File: config.mk
export PLATFORM = sky130hd
export DESIGN_NAME = grid_hit_counter_region_scan_core
export DESIGN_NICKNAME = d
export VERILOG_FILES = /design/src/design/ghrs_pkg.sv /design/src/design/ghrs_mem.sv /design/src/design/grid_hit_counter_region_scan_core.sv
export VERILOG_INCLUDE_DIRS = /design/src /design/src/design
export SDC_FILE = /design/constraint.sdc
export NUM_CORES = 1
export LEC_CHECK = 0
export BUFFER_PORTS_ARGS = -buffer_cell sky130_fd_sc_hd__buf_2
export CORE_MARGIN = 8
export CORE_UTILIZATION = 30
export DETAILED_ROUTE_END_ITERATION = 10
export SLEW_MARGIN = 30
export SYNTH_ARGS = -nofsm -noshare
export SYNTH_HDL_FRONTEND = slang
export SYNTH_SLANG_ARGS = --single-unit
File: constraint.sdc
create_clock -name clock -period 7.9 [get_ports clock]
set_clock_uncertainty 0.05 [all_clocks]
set_input_delay 1.185 -clock clock [delete_from_list [all_inputs] [get_ports clock]]
set_output_delay 1.185 -clock clock [all_outputs]
set_load 0.01 [all_outputs]
File: src/design/grid_hit_counter_region_scan_core_assert.svh
// Assertion macros for the grid hit counter region scan core.
// Depends on nothing; included by the top-level core, the only module that asserts.
`ifndef GRID_HIT_COUNTER_REGION_SCAN_CORE_ASSERT_SVH
`define GRID_HIT_COUNTER_REGION_SCAN_CORE_ASSERT_SVH

// Same-cycle implication.
`define GHRS_ASSERT_NOW(label, clk, rst, ante, cons, msg) \
   label: assert property (@(posedge clk) disable iff (rst) (ante) |-> (cons)) else $error(msg);

// Next-cycle implication.
`define GHRS_ASSERT_NEXT(label, clk, rst, ante, cons, msg) \
   label: assert property (@(posedge clk) disable iff (rst) (ante) |=> (cons)) else $error(msg);

`endif

File: src/design/ghrs_pkg.sv
// Shared constants and types for the grid hit counter region scan core.
// Depends on nothing.
package ghrs_pkg;

   localparam int COORD_W       = 3;
   localparam int COUNT_W       = 16;
   localparam int GRID_SIZE_DEF = 8;

   localparam logic [COUNT_W-1:0] CELL_MAX = '1;

   localparam logic MODE_INC = 1'b0;
   localparam logic MODE_QRY = 1'b1;

   // Port controls of the counter memory.
   typedef struct packed {
      logic rd_en;
      logic wr_en;
   } mem_ctl_type;

endpackage

File: src/design/ghrs_mem.sv
// Counter memory: one write port, one registered read port, per-entry valid bits.
// Depends on ghrs_pkg.
module ghrs_mem
   import ghrs_pkg::*;
#(
   parameter int DEPTH  = GRID_SIZE_DEF * GRID_SIZE_DEF,
   parameter int ADDR_W = $clog2(GRID_SIZE_DEF * GRID_SIZE_DEF)
) (
   input  logic               clock,
   input  logic               reset,
   input  mem_ctl_type        mem_ctl,
   input  logic [ADDR_W-1:0]  rd_addr,
   input  logic [ADDR_W-1:0]  wr_addr,
   input  logic [COUNT_W-1:0] wr_data,
   output logic [COUNT_W-1:0] rd_data
);

   logic [COUNT_W-1:0] mem [DEPTH];
   logic [DEPTH-1:0]   vld_ff;
   logic [COUNT_W-1:0] rd_data_ff;
   logic               rd_vld_ff;

   always_ff @(posedge clock) begin
      if (mem_ctl.wr_en) begin
         mem[wr_addr] <= wr_data;
      end
      if (mem_ctl.rd_en) begin
         rd_data_ff <= mem[rd_addr];
         rd_vld_ff  <= vld_ff[rd_addr];
      end
   end

   // never-written entries read as zero
   always_ff @(posedge clock) begin
      if (reset) begin
         vld_ff <= '0;
      end else if (mem_ctl.wr_en) begin
         vld_ff[wr_addr] <= 1'b1;
      end
   end

   assign rd_data = rd_vld_ff ? rd_data_ff : '0;

endmodule

File: src/design/grid_hit_counter_region_scan_core.sv
// Top level of the grid hit counter region scan core: sequencer and result stage.
// Depends on ghrs_pkg, ghrs_mem and grid_hit_counter_region_scan_core_assert.svh.
//
//  channel | ports  | direction | beat carries
//  --------+--------+-----------+------------------------------------------
//  request | req_*  | in        | mode, row, col, row_end, col_end
//  result  | rsp_*  | out       | hit_row, hit_col, hit_count, last
//
// Increment: a read of the counter memory in ST_IDLE, then a write back in ST_INC_WR.
// Query: the accept issues the first read, then one cell per cycle, unless stalled, across the
//   rectangle (up to GRID_SIZE*GRID_SIZE cells), then ST_FLUSH releases the final hit.
//   The single read port of the counter memory sets the one-cell-a-cycle pace.
// A found cell waits in a hold register until the next hit or the scan end
//   decides its last flag; the scan stalls on a hit cell when hold and output are full.
// Reset clears the per-entry valid bits; no clearing pass.
module grid_hit_counter_region_scan_core
   import ghrs_pkg::*;
#(
   parameter int GRID_SIZE = GRID_SIZE_DEF
) (
   input  logic               clock,
   input  logic               reset,
   input  logic               req_valid,
   output logic               req_ready,
   input  logic               req_mode,
   input  logic [COORD_W-1:0] req_row,
   input  logic [COORD_W-1:0] req_col,
   input  logic [COORD_W-1:0] req_row_end,
   input  logic [COORD_W-1:0] req_col_end,
   output logic               rsp_valid,
   input  logic               rsp_ready,
   output logic [COORD_W-1:0] rsp_hit_row,
   output logic [COORD_W-1:0] rsp_hit_col,
   output logic [COUNT_W-1:0] rsp_hit_count,
   output logic               rsp_last
);

`include "grid_hit_counter_region_scan_core_assert.svh"

   localparam int DEPTH  = GRID_SIZE * GRID_SIZE;
   localparam int ADDR_W = $clog2(DEPTH);
   localparam logic [COORD_W:0]   GRID_LIM  = (COORD_W+1)'(GRID_SIZE);
   localparam logic [COORD_W-1:0] COORD_MAX = COORD_W'(GRID_SIZE - 1);

   typedef enum logic [1:0] {
      ST_IDLE,
      ST_INC_WR,
      ST_SCAN,
      ST_FLUSH
   } state_type;

   function automatic logic [ADDR_W-1:0] cell_addr(input logic [COORD_W-1:0] r,
                                                   input logic [COORD_W-1:0] c);
      return ADDR_W'(int'(r) * GRID_SIZE + int'(c));
   endfunction

   state_type          state_ff, state_in;
   logic [ADDR_W-1:0]  inc_addr_ff, inc_addr_in;
   logic [COORD_W-1:0] scan_row_ff, scan_row_in;
   logic [COORD_W-1:0] scan_col_ff, scan_col_in;
   logic [COORD_W-1:0] start_col_ff, start_col_in;
   logic [COORD_W-1:0] end_row_ff, end_row_in;
   logic [COORD_W-1:0] end_col_ff, end_col_in;
   logic               hold_valid_ff, hold_valid_in;
   logic [COORD_W-1:0] hold_row_ff, hold_row_in;
   logic [COORD_W-1:0] hold_col_ff, hold_col_in;
   logic [COUNT_W-1:0] hold_count_ff, hold_count_in;
   logic               rsp_valid_ff, rsp_valid_in;
   logic [COORD_W-1:0] rsp_row_ff, rsp_row_in;
   logic [COORD_W-1:0] rsp_col_ff, rsp_col_in;
   logic [COUNT_W-1:0] rsp_count_ff, rsp_count_in;
   logic               rsp_last_ff, rsp_last_in;

   mem_ctl_type        mem_ctl;
   logic [ADDR_W-1:0]  rd_addr;
   logic [COUNT_W-1:0] rd_data;
   logic [COUNT_W-1:0] wr_data;

   logic               accept;
   logic               row_ok, col_ok, query_ok;
   logic [COORD_W-1:0] row_end_clamp, col_end_clamp;
   logic               out_free, hit, at_end, absorb;
   logic [COORD_W-1:0] next_row, next_col;

   ghrs_mem #(
      .DEPTH  (DEPTH),
      .ADDR_W (ADDR_W)
   ) u_mem (
      .clock   (clock),
      .reset   (reset),
      .mem_ctl (mem_ctl),
      .rd_addr (rd_addr),
      .wr_addr (inc_addr_ff),
      .wr_data (wr_data),
      .rd_data (rd_data)
   );

   assign req_ready = (state_ff == ST_IDLE);
   assign accept    = req_valid && req_ready;

   // out-of-grid checks; ends beyond the grid clamp to its edge
   assign row_ok        = ({1'b0, req_row} < GRID_LIM);
   assign col_ok        = ({1'b0, req_col} < GRID_LIM);
   assign row_end_clamp = ({1'b0, req_row_end} < GRID_LIM) ? req_row_end : COORD_MAX;
   assign col_end_clamp = ({1'b0, req_col_end} < GRID_LIM) ? req_col_end : COORD_MAX;
   assign query_ok      = row_ok && col_ok && (req_row <= row_end_clamp)
                          && (req_col <= col_end_clamp);

   // saturating increment of the counter read in the previous cycle
   assign wr_data = (rd_data == CELL_MAX) ? rd_data : rd_data + COUNT_W'(1);

   assign out_free = !rsp_valid_ff || rsp_ready;
   assign hit      = (rd_data != '0);
   assign at_end   = (scan_row_ff == end_row_ff) && (scan_col_ff == end_col_ff);
   // a hit needs room only when the held hit must move to the output
   assign absorb   = !hit || !hold_valid_ff || out_free;

   // row-major step through the rectangle
   always_comb begin
      if (scan_col_ff == end_col_ff) begin
         next_row = scan_row_ff + COORD_W'(1);
         next_col = start_col_ff;
      end else begin
         next_row = scan_row_ff;
         next_col = scan_col_ff + COORD_W'(1);
      end
   end

   always_comb begin
      state_in      = state_ff;
      inc_addr_in   = inc_addr_ff;
      scan_row_in   = scan_row_ff;
      scan_col_in   = scan_col_ff;
      start_col_in  = start_col_ff;
      end_row_in    = end_row_ff;
      end_col_in    = end_col_ff;
      hold_valid_in = hold_valid_ff;
      hold_row_in   = hold_row_ff;
      hold_col_in   = hold_col_ff;
      hold_count_in = hold_count_ff;
      rsp_valid_in  = rsp_valid_ff && !rsp_ready;
      rsp_row_in    = rsp_row_ff;
      rsp_col_in    = rsp_col_ff;
      rsp_count_in  = rsp_count_ff;
      rsp_last_in   = rsp_last_ff;
      mem_ctl       = '0;
      rd_addr       = cell_addr(req_row, req_col);

      unique case (state_ff)
         ST_IDLE: begin
            if (accept) begin
               if (req_mode == MODE_INC) begin
                  if (row_ok && col_ok) begin
                     mem_ctl.rd_en = 1'b1;
                     inc_addr_in   = cell_addr(req_row, req_col);
                     state_in      = ST_INC_WR;
                  end
               end else if (query_ok) begin
                  mem_ctl.rd_en = 1'b1;
                  scan_row_in   = req_row;
                  scan_col_in   = req_col;
                  start_col_in  = req_col;
                  end_row_in    = row_end_clamp;
                  end_col_in    = col_end_clamp;
                  state_in      = ST_SCAN;
               end
            end
         end
         ST_INC_WR: begin
            mem_ctl.wr_en = 1'b1;
            state_in      = ST_IDLE;
         end
         ST_SCAN: begin
            if (absorb) begin
               if (hit) begin
                  if (hold_valid_ff) begin
                     rsp_valid_in = 1'b1;
                     rsp_row_in   = hold_row_ff;
                     rsp_col_in   = hold_col_ff;
                     rsp_count_in = hold_count_ff;
                     rsp_last_in  = 1'b0;
                  end
                  hold_valid_in = 1'b1;
                  hold_row_in   = scan_row_ff;
                  hold_col_in   = scan_col_ff;
                  hold_count_in = rd_data;
               end
               if (at_end) begin
                  state_in = ST_FLUSH;
               end else begin
                  mem_ctl.rd_en = 1'b1;
                  rd_addr       = cell_addr(next_row, next_col);
                  scan_row_in   = next_row;
                  scan_col_in   = next_col;
               end
            end else begin
               // stalled: re-read the same cell next cycle
               mem_ctl.rd_en = 1'b1;
               rd_addr       = cell_addr(scan_row_ff, scan_col_ff);
            end
         end
         ST_FLUSH: begin
            if (!hold_valid_ff) begin
               state_in = ST_IDLE;
            end else if (out_free) begin
               rsp_valid_in  = 1'b1;
               rsp_row_in    = hold_row_ff;
               rsp_col_in    = hold_col_ff;
               rsp_count_in  = hold_count_ff;
               rsp_last_in   = 1'b1;
               hold_valid_in = 1'b0;
               state_in      = ST_IDLE;
            end
         end
         default: begin
            state_in = ST_IDLE;
         end
      endcase
   end

   always_ff @(posedge clock) begin
      state_ff      <= state_in;
      inc_addr_ff   <= inc_addr_in;
      scan_row_ff   <= scan_row_in;
      scan_col_ff   <= scan_col_in;
      start_col_ff  <= start_col_in;
      end_row_ff    <= end_row_in;
      end_col_ff    <= end_col_in;
      hold_valid_ff <= hold_valid_in;
      hold_row_ff   <= hold_row_in;
      hold_col_ff   <= hold_col_in;
      hold_count_ff <= hold_count_in;
      rsp_valid_ff  <= rsp_valid_in;
      rsp_row_ff    <= rsp_row_in;
      rsp_col_ff    <= rsp_col_in;
      rsp_count_ff  <= rsp_count_in;
      rsp_last_ff   <= rsp_last_in;
      if (reset) begin
         state_ff      <= ST_IDLE;
         hold_valid_ff <= 1'b0;
         rsp_valid_ff  <= 1'b0;
      end
   end

   assign rsp_valid     = rsp_valid_ff;
   assign rsp_hit_row   = rsp_row_ff;
   assign rsp_hit_col   = rsp_col_ff;
   assign rsp_hit_count = rsp_count_ff;
   assign rsp_last      = rsp_last_ff;

   `GHRS_ASSERT_NOW(a_idle_no_hold, clock, reset, state_ff == ST_IDLE, !hold_valid_ff,
      "held hit left behind after a scan")
   `GHRS_ASSERT_NOW(a_no_rw_overlap, clock, reset, mem_ctl.wr_en, !mem_ctl.rd_en,
      "counter memory read and written in one cycle")
   `GHRS_ASSERT_NOW(a_hit_nonzero, clock, reset, rsp_valid, rsp_hit_count != '0,
      "result beat with zero count")
   `GHRS_ASSERT_NOW(a_scan_in_rect, clock, reset, state_ff == ST_SCAN,
      (scan_row_ff <= end_row_ff) && (scan_col_ff <= end_col_ff)
      && (scan_col_ff >= start_col_ff), "scan pointer outside rectangle")
   `GHRS_ASSERT_NEXT(a_inc_returns, clock, reset, state_ff == ST_INC_WR,
      state_ff == ST_IDLE, "increment write back did not finish")

endmodule

Word level (Yosys, flattened, before mapping). Memory sizes are Yosys's and may differ from the RTL's. A register that Yosys moved wholly into a read port is not among the register bits. Cells that the tools add are included.

Bits in registers: 135. Latch bits: 0. Memory bits (writable): 1024. Memory bits (read-only): 0. Input port bits: 17. Output and inout bits: 25. Memories: 1.

Memory list: u_mem.mem (depth 64, bits a word 16, read ports 1, clocked after Yosys merged registers in 1, write ports 1, RTL line ghrs_mem.sv:18) `logic [COUNT_W-1:0] mem [DEPTH];`.

Add/subtract/negate cells: 6. Multipliers: 0. Divide/modulo/power cells: 0. $lt $le $gt $ge: 5. Eq/ne operators: 18. Shift operators: 0. Muxes and demuxes: 75. Bitwise operators: 2. Reduce and logical (&&, ||, !) cells: 23.

Operators with widths (count): $mux 16 (7); $mux 3 (22); $or 64x64->64 (1); $pmux 16 s2 (1); $mux 1 (24); $pmux 3 s2 (4); $add 6x3->6 (3); $mux 6 (3); $add 16x1->16 const B (1); $eq 16x16->1 const B (1); $reduce_bool 16->1 (1); $lt 6x7->1 const B (2); $mux 2 (7); $ne 2x2->1 const B (7); $reduce_and 6->1 (2); $reduce_and 3->1 (3); $pmux 1 s2 (4); $pmux 2 s4 (1); $add 3x1->3 const B (2); $bmux 1 s6 (1); $demux 1 s6 (1); $eq 3x3->1 (2); $ge 6x1->1 const B (1); $le 3x3->1 (2); other kinds (13) (26).

Longest topological paths before layout.
Depth in word-level cells: 9. Gate-level depth with buffers: 19. Mapped depth without buffers: 13.

Cells and area by module. Synthesis repeated with hierarchy kept, for this count alone.

Cell total of the unflattened synthesis: 2283. Area, all modules: 45449.8 sq um.

Modules (own cells, without submodules): ghrs_mem (instances 1, cells each 2041, area an instance 42259.3 sq um, seq. area each 32541.2 sq um); grid_hit_counter_region_scan_core (instances 1, cells each 242, area an instance 3190.6 sq um, seq. area each 2062.0 sq um).

Worst setup path before layout. OpenSTA, ideal clock, no wires.

Path type: flip-flop to flip-flop. Start: reg u_mem.rd_vld_ff. End: mem u_mem.mem[0][1], data pin. Arrival time: 4.679 ns. Data required time: 7.147 ns. Slack: 2.468 ns. Cell stages (with the launch flop): 12. Path buffers: 2. Clock period less this slack: 5.432 ns. Cells stage by stage: edfxtp_1 -> clkbuf_1 -> clkbuf_1 -> nand2_1 -> inv_1 -> ha_1 -> nand4_1 -> nor3_1 -> and3_1 -> and2_1 -> nand4_1 -> o21ai_0.

Longest elaborated chain between the ends: 3. Elaborated cells between the ends (all ways): 4. Those cells by class: add/sub (1); eq/ne (1); mux (2).

RTL lines: start, declared (RTL line ghrs_mem.sv:21) `logic rd_vld_ff;`; start signal, assigned (RTL line ghrs_mem.sv:29) `rd_vld_ff <= vld_ff[rd_addr];`; $mux 16 (*) (RTL line ghrs_mem.sv:42) `assign rd_data = rd_vld_ff ? rd_data_ff : '0;`; net rd_data[1] (RTL line grid_hit_counter_region_scan_core.sv:76) `logic [COUNT_W-1:0] rd_data;`; $add 16x1->16 or $eq 16x16->1 (tied branches) (RTL line grid_hit_counter_region_scan_core.sv:110) `assign wr_data = (rd_data == CELL_MAX) ? rd_data : rd_data + COUNT_W'(1);`; $mux 16 (*) (RTL line grid_hit_counter_region_scan_core.sv:110); net u_mem.wr_data[1] (RTL line ghrs_mem.sv:14) `input logic [COUNT_W-1:0] wr_data,`; end, declared (RTL line ghrs_mem.sv:18).

Mark *: on every way through the listed nets, which the timed path passes. The rest lies on a longest branch.

Final worst setup path.
Start: reg u_mem.rd_vld_ff. End: reg u_mem.rd_data_ff[11] (read register of u_mem.mem), data pin.

Longest elaborated chain between the ends: 7. Elaborated cells between the ends (all ways): 9. Those cells by class: mux (5); reduce/logical (4).

RTL lines: $mux 16 (*) (RTL line ghrs_mem.sv:42); $reduce_bool 16->1 (*) (RTL line grid_hit_counter_region_scan_core.sv:113) `assign hit = (rd_data != '0);`; $logic_not 1->1 (*) (RTL line grid_hit_counter_region_scan_core.sv:116) `assign absorb = !hit || !hold_valid_ff || out_free;`; $logic_or 1x1->1 (*) (2 in series) (RTL line grid_hit_counter_region_scan_core.sv:116); $mux 1 or $mux 6 (tied branches) (RTL line grid_hit_counter_region_scan_core.sv:174) `if (absorb) begin`; $pmux 1 s2 or $mux 6 (tied branches) (RTL line grid_hit_counter_region_scan_core.sv:149) `unique case (state_ff)`; end, declared (RTL line ghrs_mem.sv:20) `logic [COUNT_W-1:0] rd_data_ff;`.

Mark *: on every way between the ends. The rest lies on a longest branch, timed or not. A chain may end at the register's enable or synchronous reset.

==> reports/metrics.cfg <==
[setup_path]
crit_fanout=106
cp.depth=13
max_stage_delay_ps=810
cp_num_buf_inv=1
crit_type=reg -> reg
reg2regPathDepth=13
path_cells=nand2_1 > ha_1 > or3b_2 > nor4_4 > nor2_2 > o31ai_4 > or2_4 > buf_12 > mux2i_1 > nor3_1 > a31oi_1 > and3_1 > a221oi_2
crit_family=simple AND/OR/NAND/NOR gates
critPathRequiredTime_ps=8390
critPathSlowestCell=nor3_1
endpoint_kind=flop
worstPathArrival_ps=6680
rrSetupSlack_ps=1710
crit_path_start_kind=flop

[clocking]
cts_made_buffers=115
cts_resized=0
clkLatencyLatePin_ps=720
cts.sinks=1175
post-cts-setup-buffers=0
cts.htree.levels=3
cts-root-buf=clkbuf_16
cts_hold_buf=0
cts.clk_slew.worst_paths_ps=70
cts_tree=yes
clockBufferDepth=3

[hold_path]
hold_path_depth=0
min_path_type=reg -> reg

[sta]
setup_slack_ps=1710
fin_tns_setup_ps=0
hold_violations=0
layout_min_cycle_time_ps=6190
max_freq_mhz=161.6
rsz0062_at_grt=false
period_share=0.7835
setup_viol=0
relSlewSlack=0.3252
tightest_slew_ps=1009
drv_slew=0

[power]
irDropWorstVdd_uv=193.7
p_leak_nw=18.10
p_per_area_nw_per_um2=294.8

[cells_and_area]
nNetsFinal=3559
regArea_sq_um=34600
final_common_cell=edfxtp_1
antenna_cells=0
syn_to_final_growth_pct=14.62
multiInputGateArea_sq_um=11540
layout_common_cells=edfxtp_1 (1107), nand2_1 (775), nand3_1 (261)
fillers=14930
final_layout_size_suffix_gt1_frac=0.1231
instances_no_fill=5688

[yosys]
syn_area_sq_um=46980
synth_flop_cell=edfxtp_1
synth-seq-cells=1175
synth.yosys.warnings=0
yosysTopAreaCellShare=0.7076
synthDistinctLibCells=76
syn_inst=3447
syn_nets=3474
ys_seq_area_frac=0.7366
avgSynthCellArea_sq_um=13.63
synth_edf_count=1107
yosys.area.top_type=edfxtp_1
async_flop_share=0
synth.area.top_cells=edfxtp_1 (71%), nand2_1 (6.2%), mux2i_1 (3.0%)

[placement]
dp_slack_ps=1803
place_congestion=0.8891
io_buffer_count=41
place_hpwl_mm=79.99
post-place-cells=5472

[floorplanning]
die_w_um=411.7
design.die.area_sq_um=169500
io-pin-count=42
rows=145
die_y_um=411.7
coreArea_sq_um=155800
initial_utilization=0.3014

[outcome]
status=complete, no violations

[grt]
grt_max_degree=119
antenna_found_initial=3
grt_pass1_wl_mm=195.0
grt_pass1_vias=27657
grt-ovfl-total=0
track_usage=0.1529

[routing]
dr.first_iter.drc_count=3668
ant_nets=0
wire_per_inst_um=23.64
drt-total-wl_mm=134.4
via_per_inst=5.174
dr.pass1.iters=7
vias=29430
drc=0

[run]
drv_cap=0

where the power goes:
group | leakage, nW | switching (mW) | internal (mW)
logic | 5.62 | 2.18 | 0.660
registers | 10.6 | 0.0829 | 7.47
clock network | 1.84 | 2.35 | 3.13
layer usage:
| metal | track usage | vias to the layer above | part of all wire |
|---|---|---|---|
| met5 | 0 | - | 0.000097 |
| met4 | 0.06376 | 2 | 0.044 |
| met3 | 0.02403 | 278 | 0.087 |
| met2 | 0.2397 | 1424 | 0.45 |
| met1 | 0.2115 | 14703 | 0.42 |
| li1 | - | 13023 | - |
cells by family (layout without fill, tap and decap cells):
family          after synthesis  after routing  synth area share
mux                         183            183           0.04017
simple gates               1438           1438            0.1331
buf+inv                     215            398           0.02275
flops                      1175           1175            0.7366
fa+ha+maj                    10             10          0.002664
xor+xnor                     21             21          0.003915
compound gates              405            405           0.06078
layout make-up:
class                           count  share of cell area
Sequential cell                  1175              0.6427
Multi-Input combinational cell   2057              0.2144
Clock buffer                      167             0.06065
Tap cell                         2058             0.04782
Timing Repair Buffer              164             0.02380
Clock inverter                     48            0.009342
Inverter                           19            0.001325
final timing paths:
check                  start                    to
max          u_mem.rd_vld_ff  u_mem.rd_data_ff[11]
min           hold_row_ff[1]        rsp_hit_row[1]
max reg2reg  u_mem.rd_vld_ff  u_mem.rd_data_ff[11]
min reg2reg   hold_row_ff[1]        rsp_hit_row[1]
flip-flops by register name (all words and copies together), names as in the netlist, 2 cells and up:
signal / cells
u_mem.mem: 1024
rsp_hit_count: 16
hold_col_ff: 3
scan_col_ff: 3
u_mem.rd_data_ff: 16
state_ff: 2
hold_count_ff: 16
rsp_hit_row: 3
rsp_hit_col: 3
inc_addr_ff: 6
hold_row_ff: 3
end_col_ff: 3
scan_row_ff: 3
end_row_ff: 3
start_col_ff: 3
u_mem.vld_ff: 64
synthesized netlist by cell type (all sizes together) (4+ instances only):
library cell / number
a211oi: 27
a21oi: 83
a221oi: 10
a22oi: 18
a311oi: 12
a31oi: 102
a32oi: 36
and2: 19
and3: 47
buf: 130
clkbuf: 66
dfxtp: 68
edfxtp: 1107
ha: 10
inv: 19
mux2: 44
mux2i: 139
nand2: 778
nand2b: 6
nand3: 261
nand3b: 4
nand4: 45
nor2: 216
nor2b: 8
nor3: 27
nor4: 4
o211ai: 15
o21a: 13
o21ai: 17
o21ba: 14
o221ai: 10
o22a: 6
o22ai: 7
o311a: 7
or4: 10
xnor2: 17
xor2: 4
worst register-to-register path: cells and delay by family, from the launching register on:
kind | cells | cell delay (ps)
buffers and inverters | 1 | 560
multiplexers | 1 | 450
flip-flops | 1 | 640
AND/OR/NAND/NOR | 7 | 3110
AO/OA/AOI/OAI | 3 | 990
adder cells (fa/ha/maj) | 1 | 210
metrics by stage:
step / hold WS [ps] / util / total power, mW / cell area [sq um]
after global placement: 353.2 / 0.3208 / 10.47 / 50000
after floorplan: 350.3 / - / 9.265 / 46980
after global routing: 375.3 / 0.3455 / 16.35 / 53840
after detailed placement: 355.4 / 0.3210 / 10.50 / 50030
after CTS: 369.3 / 0.3452 / 15.94 / 53800
final: 368.6 / 0.3455 / 15.87 / 53840
Note: power is estimated with default switching activity, not from simulation.
